===== src/rtl/utf8_codec_core_assert.svh =====
// ---------------------------------------------------------------------------
// utf8 codec assertion macros
// shared property wrappers clocked on aclk, disabled while aresetn is low
// ---------------------------------------------------------------------------
`ifndef UTF8_CODEC_CORE_ASSERT_SVH
`define UTF8_CODEC_CORE_ASSERT_SVH

// same-cycle implication
`define UTF8C_ASSERT_IMPL(label, ante, cons) \
    label: assert property (@(posedge aclk) disable iff (!aresetn) (ante) |-> (cons)) \
        else $error("utf8 codec check failed");

// next-cycle implication
`define UTF8C_ASSERT_NEXT(label, ante, cons) \
    label: assert property (@(posedge aclk) disable iff (!aresetn) (ante) |=> (cons)) \
        else $error("utf8 codec check failed");

`endif


===== src/rtl/utf8c_pkg.sv =====
// ---------------------------------------------------------------------------
// utf8c_pkg
// shared types and codes for the utf-8 codec
// ---------------------------------------------------------------------------
`default_nettype none

package utf8c_pkg;

    localparam int CP_W   = 21;
    localparam int BYTE_W = 8;
    localparam int LEN_W  = 3;

    localparam logic CMD_DECODE = 1'b0;
    localparam logic CMD_ENCODE = 1'b1;

    localparam logic KIND_DECODE = 1'b0;
    localparam logic KIND_ENCODE = 1'b1;

    localparam logic [CP_W-1:0] CP_MAX_1B = 21'h00007F;
    localparam logic [CP_W-1:0] CP_MAX_2B = 21'h0007FF;
    localparam logic [CP_W-1:0] CP_MAX_3B = 21'h00FFFF;
    localparam logic [CP_W-1:0] CP_MAX    = 21'h10FFFF;

    typedef enum logic [1:0] {
        ST_OK       = 2'd0,
        ST_BAD_LEAD = 2'd1,
        ST_TERM     = 2'd2,
        ST_RANGE    = 2'd3
    } status_t;

    typedef struct packed {
        logic              kind;
        status_t           status;
        logic [CP_W-1:0]   code_point;
        logic [LEN_W-1:0]  seq_len;
        logic [BYTE_W-1:0] data_byte;
        logic              last;
    } result_t;

endpackage

`default_nettype wire


===== src/rtl/utf8c_dec.sv =====
// ---------------------------------------------------------------------------
// utf8c_dec
// byte-serial utf-8 decoder: lead classification and continuation gathering
// ---------------------------------------------------------------------------
`default_nettype none

module utf8c_dec (
    input  wire logic                    aclk,
    input  wire logic                    aresetn,
    input  wire logic                    step,      // byte consumed this cycle
    input  wire logic [7:0]              byte_in,
    output utf8c_pkg::result_t           result,
    output logic                         has_result
);
    import utf8c_pkg::*;

    logic [1:0]      rem_reg, rem_next;
    logic [2:0]      total_reg, total_next;
    logic [CP_W-1:0] acc_reg, acc_next;
    logic [CP_W-1:0] acc_shift;
    logic [1:0]      rem_dec;

    assign acc_shift = {acc_reg[CP_W-7:0], byte_in[5:0]};
    assign rem_dec   = rem_reg - 2'd1;

    always_comb begin
        rem_next          = rem_reg;
        total_next        = total_reg;
        acc_next          = acc_reg;
        has_result        = 1'b0;
        result.kind       = KIND_DECODE;
        result.status     = ST_OK;
        result.code_point = '0;
        result.seq_len    = '0;
        result.data_byte  = '0;
        result.last       = 1'b1;
        if (rem_reg != 2'd0) begin
            // continuation: low 6 bits taken unchecked
            rem_next = rem_dec;
            if (rem_dec == 2'd0) begin
                has_result        = 1'b1;
                result.code_point = acc_shift;
                result.seq_len    = total_reg;
                total_next        = '0;
                acc_next          = '0;
            end else begin
                acc_next = acc_shift;
            end
        end else if (byte_in == 8'h00) begin
            has_result    = 1'b1;
            result.status = ST_TERM;
        end else if (!byte_in[7]) begin
            has_result        = 1'b1;
            result.code_point = CP_W'(byte_in);
            result.seq_len    = 3'd1;
        end else if (byte_in[7:5] == 3'b110) begin
            acc_next   = CP_W'(byte_in[4:0]);
            total_next = 3'd2;
            rem_next   = 2'd1;
        end else if (byte_in[7:4] == 4'b1110) begin
            acc_next   = CP_W'(byte_in[3:0]);
            total_next = 3'd3;
            rem_next   = 2'd2;
        end else if (byte_in[7:3] == 5'b11110) begin
            acc_next   = CP_W'(byte_in[2:0]);
            total_next = 3'd4;
            rem_next   = 2'd3;
        end else begin
            has_result    = 1'b1;
            result.status = ST_BAD_LEAD;
        end
    end

    always_ff @(posedge aclk) begin
        if (!aresetn) begin
            rem_reg   <= '0;
            total_reg <= '0;
            acc_reg   <= '0;
        end else if (step) begin
            rem_reg   <= rem_next;
            total_reg <= total_next;
            acc_reg   <= acc_next;
        end
    end

`include "utf8_codec_core_assert.svh"

    // a pending sequence always has more bytes in total than still to come
    `UTF8C_ASSERT_IMPL(a_dec_rem_below_total, rem_reg != 2'd0, total_reg > {1'b0, rem_reg})

endmodule

`default_nettype wire


===== src/rtl/utf8c_enc.sv =====
// ---------------------------------------------------------------------------
// utf8c_enc
// utf-8 encoder: one output byte of a code point per byte index
// ---------------------------------------------------------------------------
`default_nettype none

module utf8c_enc (
    input  wire logic [utf8c_pkg::CP_W-1:0] code_point,
    input  wire logic [1:0]                 byte_idx,
    output utf8c_pkg::result_t              result
);
    import utf8c_pkg::*;

    logic [LEN_W-1:0] n;
    logic [1:0]       grp;
    logic [5:0]       bits6;
    logic [7:0]       lead;

    always_comb begin
        if (code_point <= CP_MAX_1B) begin
            n    = 3'd1;
            lead = code_point[7:0];
        end else if (code_point <= CP_MAX_2B) begin
            n    = 3'd2;
            lead = {3'b110, code_point[10:6]};
        end else if (code_point <= CP_MAX_3B) begin
            n    = 3'd3;
            lead = {4'b1110, code_point[15:12]};
        end else begin
            n    = 3'd4;
            lead = {5'b11110, code_point[20:18]};
        end
    end

    // 6-bit group still to send after this byte
    assign grp = 2'(n - 3'd1 - {1'b0, byte_idx});

    always_comb begin
        case (grp)
            2'd0:    bits6 = code_point[5:0];
            2'd1:    bits6 = code_point[11:6];
            2'd2:    bits6 = code_point[17:12];
            default: bits6 = code_point[5:0];
        endcase
    end

    always_comb begin
        result.kind       = KIND_ENCODE;
        result.code_point = '0;
        if (code_point > CP_MAX) begin
            result.status    = ST_RANGE;
            result.seq_len   = '0;
            result.data_byte = '0;
            result.last      = 1'b1;
        end else begin
            result.status    = ST_OK;
            result.seq_len   = n;
            result.data_byte = (byte_idx == 2'd0) ? lead : {2'b10, bits6};
            result.last      = ({1'b0, byte_idx} == (n - 3'd1));
        end
    end

endmodule

`default_nettype wire


===== src/rtl/utf8_codec_core.sv =====
// ---------------------------------------------------------------------------
// utf8_codec_core
// utf-8 stream decoder and code point encoder behind one request port
// ---------------------------------------------------------------------------
// Each request either decodes one byte (tuser 0) or encodes one code point
// (tuser 1). Decode requests are taken one per cycle, but a byte that gives a
// result waits while the result register holds an untaken result; a lead
// byte of a multi-byte sequence and every continuation byte except the last
// give no result, the final byte gives the code point and its length. Zero
// bytes give a terminator status, stray bytes an invalid-lead status. An
// encode request gives one result per output byte (one for an out-of-range
// code point), stepped by the encoder's byte index counter, and holds the
// input register until its last byte is out; the next request is taken in
// the cycle its last byte moves to the result register. The result register
// parts the two sides: a waiting result does not stop a request that gives
// no result. Overlong forms and surrogates pass through unchecked; an encode
// request pending between decode bytes leaves the decode sequence intact.
// ---------------------------------------------------------------------------
`default_nettype none

module utf8_codec_core (
    input  wire logic        aclk,
    input  wire logic        aresetn,
    // request side
    input  wire logic        s_tvalid,
    output logic             s_tready,
    input  wire logic [31:0] s_tdata,   // [7:0] byte_in, [28:8] code_point_in, [31:29] zero
    input  wire logic        s_tuser,   // [0] command
    // result side
    output logic             m_tvalid,
    input  wire logic        m_tready,
    output logic [39:0]      m_tdata,   // [1:0] status, [22:2] code_point_out,
                                        // [25:23] sequence_length, [33:26] byte_out,
                                        // [39:34] zero
    output logic             m_tuser,   // [0] result_kind
    output logic             m_tlast    // last result of the request
);
    import utf8c_pkg::*;

    // input register
    logic              in_valid_reg, in_valid_next;
    logic              in_cmd_reg;
    logic [7:0]        in_byte_reg;
    logic [CP_W-1:0]   in_cp_reg;
    logic              in_load;

    // encode byte index
    logic [1:0]        idx_reg, idx_next;

    // result register
    logic              out_valid_reg, out_valid_next;
    result_t           out_reg;

    // step logic
    result_t           dec_result, enc_result, step_result;
    logic              dec_has_result, has_result;
    logic              out_free, step, item_done, dec_step;

    assign out_free    = !out_valid_reg || m_tready;
    assign has_result  = (in_cmd_reg == CMD_ENCODE) ? 1'b1 : dec_has_result;
    // requests with no result never wait on the output
    assign step        = in_valid_reg && (!has_result || out_free);
    assign dec_step    = step && (in_cmd_reg == CMD_DECODE);
    assign step_result = (in_cmd_reg == CMD_ENCODE) ? enc_result : dec_result;
    assign item_done   = step && step_result.last;
    assign s_tready    = !in_valid_reg || item_done;
    assign in_load     = s_tvalid && s_tready;

    utf8c_dec u_dec (
        .aclk       (aclk),
        .aresetn    (aresetn),
        .step       (dec_step),
        .byte_in    (in_byte_reg),
        .result     (dec_result),
        .has_result (dec_has_result)
    );

    utf8c_enc u_enc (
        .code_point (in_cp_reg),
        .byte_idx   (idx_reg),
        .result     (enc_result)
    );

    always_comb begin
        in_valid_next = in_valid_reg;
        if (s_tready) begin
            in_valid_next = s_tvalid;
        end
    end

    always_comb begin
        idx_next = idx_reg;
        if (step && (in_cmd_reg == CMD_ENCODE)) begin
            idx_next = enc_result.last ? 2'd0 : idx_reg + 2'd1;
        end
    end

    always_comb begin
        out_valid_next = out_valid_reg;
        if (step && has_result) begin
            out_valid_next = 1'b1;
        end else if (m_tready) begin
            out_valid_next = 1'b0;
        end
    end

    // control state
    always_ff @(posedge aclk) begin
        if (!aresetn) begin
            in_valid_reg  <= 1'b0;
            idx_reg       <= '0;
            out_valid_reg <= 1'b0;
        end else begin
            in_valid_reg  <= in_valid_next;
            idx_reg       <= idx_next;
            out_valid_reg <= out_valid_next;
        end
    end

    // payload registers
    always_ff @(posedge aclk) begin
        if (in_load) begin
            in_cmd_reg  <= s_tuser;
            in_byte_reg <= s_tdata[7:0];
            in_cp_reg   <= s_tdata[28:8];
        end
        if (step && has_result) begin
            out_reg <= step_result;
        end
    end

    assign m_tvalid = out_valid_reg;
    assign m_tuser  = out_reg.kind;
    assign m_tlast  = out_reg.last;
    assign m_tdata  = {6'b0, out_reg.data_byte, out_reg.seq_len,
                       out_reg.code_point, out_reg.status};

`include "utf8_codec_core_assert.svh"

    // a nonzero byte index only exists while an encode request is held
    `UTF8C_ASSERT_IMPL(a_idx_only_in_encode, idx_reg != 2'd0,
        in_valid_reg && (in_cmd_reg == CMD_ENCODE))
    // the input only stalls when it holds a request
    `UTF8C_ASSERT_IMPL(a_stall_means_full, !s_tready, in_valid_reg)
    // a good decode result always carries a length of one to four
    `UTF8C_ASSERT_IMPL(a_dec_ok_len,
        m_tvalid && (m_tuser == KIND_DECODE) && (m_tdata[1:0] == ST_OK),
        (m_tdata[25:23] != 3'd0) && (m_tdata[25:23] <= 3'd4))
    // an encoded byte that is not last belongs to a multi-byte sequence
    `UTF8C_ASSERT_IMPL(a_enc_mid_multi, m_tvalid && (m_tuser == KIND_ENCODE) && !m_tlast,
        (m_tdata[1:0] == ST_OK) && (m_tdata[25:23] >= 3'd2))
    // a non-last encoded byte is followed by the next byte of the same request
    `UTF8C_ASSERT_NEXT(a_enc_followup,
        step && (in_cmd_reg == CMD_ENCODE) && !enc_result.last,
        in_valid_reg && (in_cmd_reg == CMD_ENCODE) && (idx_reg != 2'd0))

endmodule

`default_nettype wire


===== config.mk =====
export PLATFORM = sky130hd
export DESIGN_NAME = utf8_codec_core
export DESIGN_NICKNAME = d
export VERILOG_FILES = /design/src/rtl/utf8c_pkg.sv /design/src/rtl/utf8c_dec.sv /design/src/rtl/utf8c_enc.sv /design/src/rtl/utf8_codec_core.sv
export VERILOG_INCLUDE_DIRS = /design/src /design/src/rtl
export SDC_FILE = /design/constraint.sdc
export NUM_CORES = 1
export LEC_CHECK = 0
export BUFFER_PORTS_ARGS = -buffer_cell sky130_fd_sc_hd__buf_2
export CAP_MARGIN = 40
export CORE_ASPECT_RATIO = 0.75
export CORE_UTILIZATION = 49
export DETAILED_ROUTE_END_ITERATION = 10
export PLACE_DENSITY = 0.75
export SYNTH_ARGS = -nofsm -noshare
export SYNTH_HDL_FRONTEND = slang
export SYNTH_SLANG_ARGS = --single-unit

===== constraint.sdc =====
create_clock -name aclk -period 3.64 [get_ports aclk]
set_clock_uncertainty 0.15 [all_clocks]
set_input_delay 0.728 -clock aclk [delete_from_list [all_inputs] [get_ports aclk]]
set_output_delay 0.728 -clock aclk [all_outputs]
set_load 0.05 [all_outputs]

; ---- Yosys cells after proc, flatten, opt, wreduce, memory -nomap -nowiden
; Index checks and enable logic that the tools add are counted.
[classes]
add_sub_neg = 4
order_cmp = 4
eq_ne = 8
n_mux = 52
bitwise = 2
reduce_logical = 23
[ops]
columns = op, n
row1 = $mux W15, 7
row2 = $mux W24, 3
row3 = $mux W36, 1
row4 = $mux W3, 10
row5 = $mux W2, 13
row6 = $mux W8, 3
row7 = $gt A21 B21 Y1 const B, 1
row8 = $le A21 B11 Y1 const B, 1
row9 = $le A21 B16 Y1 const B, 1
row10 = $le A21 B7 Y1 const B, 1
row11 = $mux W12, 1
row12 = $pmux W6 S2, 1
row13 = $mux W1, 11
row14 = $mux W10, 1
row15 = $logic_not A8 Y1, 1
row16 = $logic_and A1 B1 Y1, 6
row17 = $reduce_bool A2 Y1, 3
row18 = $eq A5 B5 Y1 const B, 1
row19 = $mux W5, 1
row20 = $reduce_and A5 Y1, 1
row21 = $eq A4 B4 Y1 const B, 1
row22 = $logic_not A2 Y1, 2
row23 = $reduce_and A4 Y1, 1
row24 = $reduce_bool A4 Y1, 1
row25 = 15 further kinds, 20
[word_totals]
reg_bits = 90
output_inout_bits = 44
elab_cells = 109

; ---- Longest topological paths before layout
[logic_depth]
depth_word = 14
mapped_depth = 13
mapped_depth_nobuf = 13

; ---- Modules after synthesis
; A second synthesis with hierarchy kept.
[hier_totals]
cells_unflattened = 409
area_unflattened_um2 = 4643.2
[modules_own_cells]
columns = module, n_inst, cells_per_inst, area_each_um2, seq_area_each_um2
row1 = utf8_codec_core, 1, 137, 2658.8, 2062.0
row2 = utf8c_dec, 1, 166, 1244.9, 400.4
row3 = utf8c_enc, 1, 106, 739.5, 0.0

; ---- Worst setup path before layout
; No wires, ideal clock.
[synth_path]
kind = flip-flop to flip-flop
start = register in_cp_reg[18]
end = register in_byte_reg[0], enable pin
setup_time_ps = 390
arrival_time_ps = 3533
setup_slack_ps = -433
stages_incl_launch_ff = 10
n_path_buf = 0
path_cell_list = edfxtp_1 -> or4_4 -> nor2_4 -> o21ai_1 -> ha_1 -> xnor2_1 -> a211oi_1 -> nor3_2 -> o21ai_2 -> and2_1
[synth_via]
elab_chain_len = 11
[synth_lines]
columns = item, line
row1 = start: declaration, utf8_codec_core.sv:44  ; logic [CP_W-1:0] in_cp_reg;
row2 = start signal: assignment, utf8_codec_core.sv:125  ; in_cp_reg <= s_tdata[28:8];
row3 = $le A21 B16 Y1, utf8c_enc.sv:26  ; end else if (code_point <= CP_MAX_3B) begin
row4 = $mux W3, utf8c_enc.sv:26
row5 = $mux W3, utf8c_enc.sv:23  ; end else if (code_point <= CP_MAX_2B) begin
row6 = $mux W3, utf8c_enc.sv:20  ; if (code_point <= CP_MAX_1B) begin
row7 = $sub A3 B1 Y3, -
row8 = $eq A2 B3 Y1, utf8c_enc.sv:59  ; result.last = ({1'b0, byte_idx} == (n - 3'd1));
row9 = $mux W12 *, utf8c_enc.sv:50  ; if (code_point > CP_MAX) begin
row10 = $mux W36 *, utf8_codec_core.sv:64  ; assign step_result = (in_cmd_reg == CMD_ENCODE) ? enc_result : dec_result;
row11 = $logic_and A1 B1 Y1 *, utf8_codec_core.sv:65  ; assign item_done = step && step_result.last;
row12 = $logic_or A1 B1 Y1 *, utf8_codec_core.sv:66  ; assign s_tready = !in_valid_reg || item_done;
row13 = net s_tready, utf8_codec_core.sv:26  ; output logic s_tready,
row14 = $logic_and A1 B1 Y1 *, utf8_codec_core.sv:67  ; assign in_load = s_tvalid && s_tready;
row15 = net in_load, utf8_codec_core.sv:45  ; logic in_load;
row16 = end signal: assignment, utf8_codec_core.sv:124  ; in_byte_reg <= s_tdata[7:0];
row17 = end: declaration, utf8_codec_core.sv:43  ; logic [7:0] in_byte_reg;
; Mark *: on every way through the listed nets, which the timed path passes. The rest lies on a longest branch.
; A chain may end at the register's enable or synchronous reset.

; ---- Worst setup path after layout
[layout_path]
start = register in_cp_reg[13]
end = output s_tready
[layout_via]
elab_chain_len = 10
[layout_lines]
columns = item, line
row1 = $le A21 B16 Y1, utf8c_enc.sv:26
row2 = $mux W3, utf8c_enc.sv:26
row3 = $mux W3, utf8c_enc.sv:23
row4 = $mux W3, utf8c_enc.sv:20
row5 = $sub A3 B1 Y3, -
row6 = $eq A2 B3 Y1, utf8c_enc.sv:59
row7 = $mux W12 *, utf8c_enc.sv:50
row8 = $mux W36 *, utf8_codec_core.sv:64
row9 = $logic_and A1 B1 Y1 *, utf8_codec_core.sv:65
row10 = $logic_or A1 B1 Y1 *, utf8_codec_core.sv:66
row11 = end: declaration, utf8_codec_core.sv:26
; Every way passes the cells marked *; elsewhere a longest branch is shown, timed or not.

==> metrics <==
status complete, but fails checks; violated checks setup timing; Post-synth EDFFs 66; routed via count 3059; Synth Area in Simple Gates 0.187; Avg Cell Area, Syn 11.6 um2; Clock Sinks 90; Final Critical Period 3700 ps; drt total wl 8.97 mm; Seq/Total Area, Yosys 0.623; Fin. Hold Viols 0; worst slack, placed 44.9 ps; global placement routability congestion 0.860; antenna violations before repair 0; number of routed nets with antenna violations 0; Post-Synth Adder-Cell Area 0.0158; GRT Residual Overflow 0; hold slack 298 ps; hold buffers post-CTS 0; CP arrival 2820 ps; die outline area 8440 um2; first-pass GRT wire length 13.9 mm; PwrDens 439 nW/um2; synth unique cells 53; Post-Synth XOR/XNOR Area 0.00443; Yosys reg bits 90; core area 7570 um2; Final period util 1.02; via/cell ratio 5.57; All-Layer GR Usage 0.217; final antenna diode count 0; per-cell routed wire length 16.3 um; CP startpoint kind flip-flop; Rel. slew slack 0.436; leading post-synthesis cells by cell area edfxtp_1 (50%), dfxtp_1 (12%), and2_1 (3.3%), nand2_1 (3.2%), nand4_1 (2.4%); RSZ-0062 raised after global routing true; DRT Pass-1 Iters 5; compound-cell area share of the yosys netlist 0.125; Initial Util 0.523; Worst-Margin Slew 843 ps; Final WS setup -62.7 ps; post-synthesis instance area 3960 um2; Post-synth top cells edfxtp_1 (66), nand2_1 (34), dfxtp_1 (24); share of Yosys cell area claimed by the top area cell type 0.501; Leak Pwr 1.93 nW; CTS Buf Count 9; synth warn 0; Final Util 0.657; most common cell in the netlist edfxtp_1; htree depth 3; worst IR drop on VDD 0.266 mV; Final Max Slew Viols 0; maximum clock frequency 270 MHz; nets 485; Area growth syn-to-layout 25.8%; Synth Flop Type edfxtp_1; DRC Markers 0; port bufs 71; hold crit path type flip-flop to flip-flop; clk slew on worst S/H paths 90 ps; Syn Inst Count 340; DP Cell Count 502; Largest register FFs 34; clk buf depth 2; crit end category primary output; Non-Filler Instances 549; # Max-Cap Violations 0; largest net degree at the start of global routing 46; FFs w/ async S/R, synth 0; vias in the first global route 2735; CTS tree done; Final setup viols 1; largest family of logic cells by synthesized area simple AND/OR/NAND/NOR gates; row count 27; CP Class flip-flop to primary output; Vert. Die Dim 79.8 um; mux cell area share after synthesis 0.00506; setup TNS -62.7 ps; Die Span X 106 um; Initial DRC Count 339; IO Pins 81; share of cells above drive strength 1 0.346; fill cell count 611; post-DP HPWL 5.46 mm; Critical Path Fanout Max 3; area leader, netlist edfxtp_1; Worst-Skew Late Latency 360 ps; clk root buf clkbuf_8; Worst EP required 2760 ps
==> power by group <==
group          leakage (nW)  switching (mW)  internal, mW
Clock                 0.109           0.369         0.343
Sequential            0.830          0.0393          1.15
Combinational         0.991           0.196        0.0843
Total                  1.93           0.604          1.58
==> metal layers <==
| metal | routed length (um) | share of wire | up-vias | GRT usage |
|---|---|---|---|---|
| met2 | 4100 | 0.46 | 167 | 0.322 |
| met5 | 0 | 0 | - | 0 |
| li1 | - | - | 1453 | - |
| met3 | 683 | 0.076 | 17 | 0.0588 |
| met1 | 4050 | 0.45 | 1422 | 0.303 |
| met4 | 136 | 0.015 | 0 | 0.0847 |
==> cell type report <==
| class | instances | area [um2] | share of cell area |
|---|---|---|---|
| Clock buffer | 11 | 174 | 0.0350 |
| Clock inverter | 5 | 45.0 | 0.00905 |
| Tap cell | 101 | 126 | 0.0254 |
| Timing Repair Buffer | 110 | 654 | 0.132 |
| Inverter | 10 | 37.5 | 0.00755 |
| Multi-Input combinational cell | 222 | 1480 | 0.297 |
| Sequential cell | 90 | 2460 | 0.495 |
==> worst max-delay path, stage by stage (launching register included) <==
cell and delay (ps):
edfxtp_1 460, nor4_4 350, nand2b_1 160, o21ai_2 240, buf_4 160, inv_2 40, ha_4 270, nand2_2 60
a211oi_2 230, nor3_2 90, o21ai_2 210, buf_6 180
==> per-stage QoR <==
step	instance area, um2	total power, mW
6_report	4970	2.19
5_1_grt	4970	2.26
4_1_cts	4890	2.19
3_5_place_dp	4410	1.46
3_3_place_gp	4410	1.46
2_1_floorplan	3980	1.40
==> kinds of logic after synthesis <==
family / Yosys count
simple gates: 130
buf+inv: 33
compound gates: 77
xor+xnor: 2
mux: 2
other cells: 1
flops: 90
fa+ha+maj: 5
==> repair_timing <==
action,in CTS,in global routing
pin swaps,8,9
endpoints found under the setup margin,1,10
gates resized for setup,11,9
hold endpoints to repair,0,0
setup buffers,27,8
==> final timing paths <==
path,startpoint,slack [ps],endpoint,cells past startpoint
hold / removal,u_dec.acc_reg[12]$_SDFFE_PN0P_,300,u_dec.acc_reg[12]$_SDFFE_PN0P_,2
setup / recovery,in_cp_reg[13]$_DFFE_PP_,-60,s_tready,11
hold reg to reg,u_dec.acc_reg[12]$_SDFFE_PN0P_,300,u_dec.acc_reg[12]$_SDFFE_PN0P_,2
setup reg to reg,in_cp_reg[19]$_DFFE_PP_,160,m_tdata[27]$_SDFFCE_PP0P_,21
==> cell usage in the layout (no fill, tap or decap), drive strengths merged, types with 3 or more instances in the layout <==
cell type,count
clkbuf,11
nand2b,7
ha,5
o211a,3
nor2b,3
o2111ai,3
a21oi,14
nor3b,3
edfxtp,66
inv,14
and2,21
a211oi,4
nand3,8
nor2,20
o21ai,32
nand2,34
nor3,5
conb,6
a22oi,6
dfxtp,24
o22ai,3
nand4,15
buf,110
nor4,6
Power figures use the tool's default switching activity.
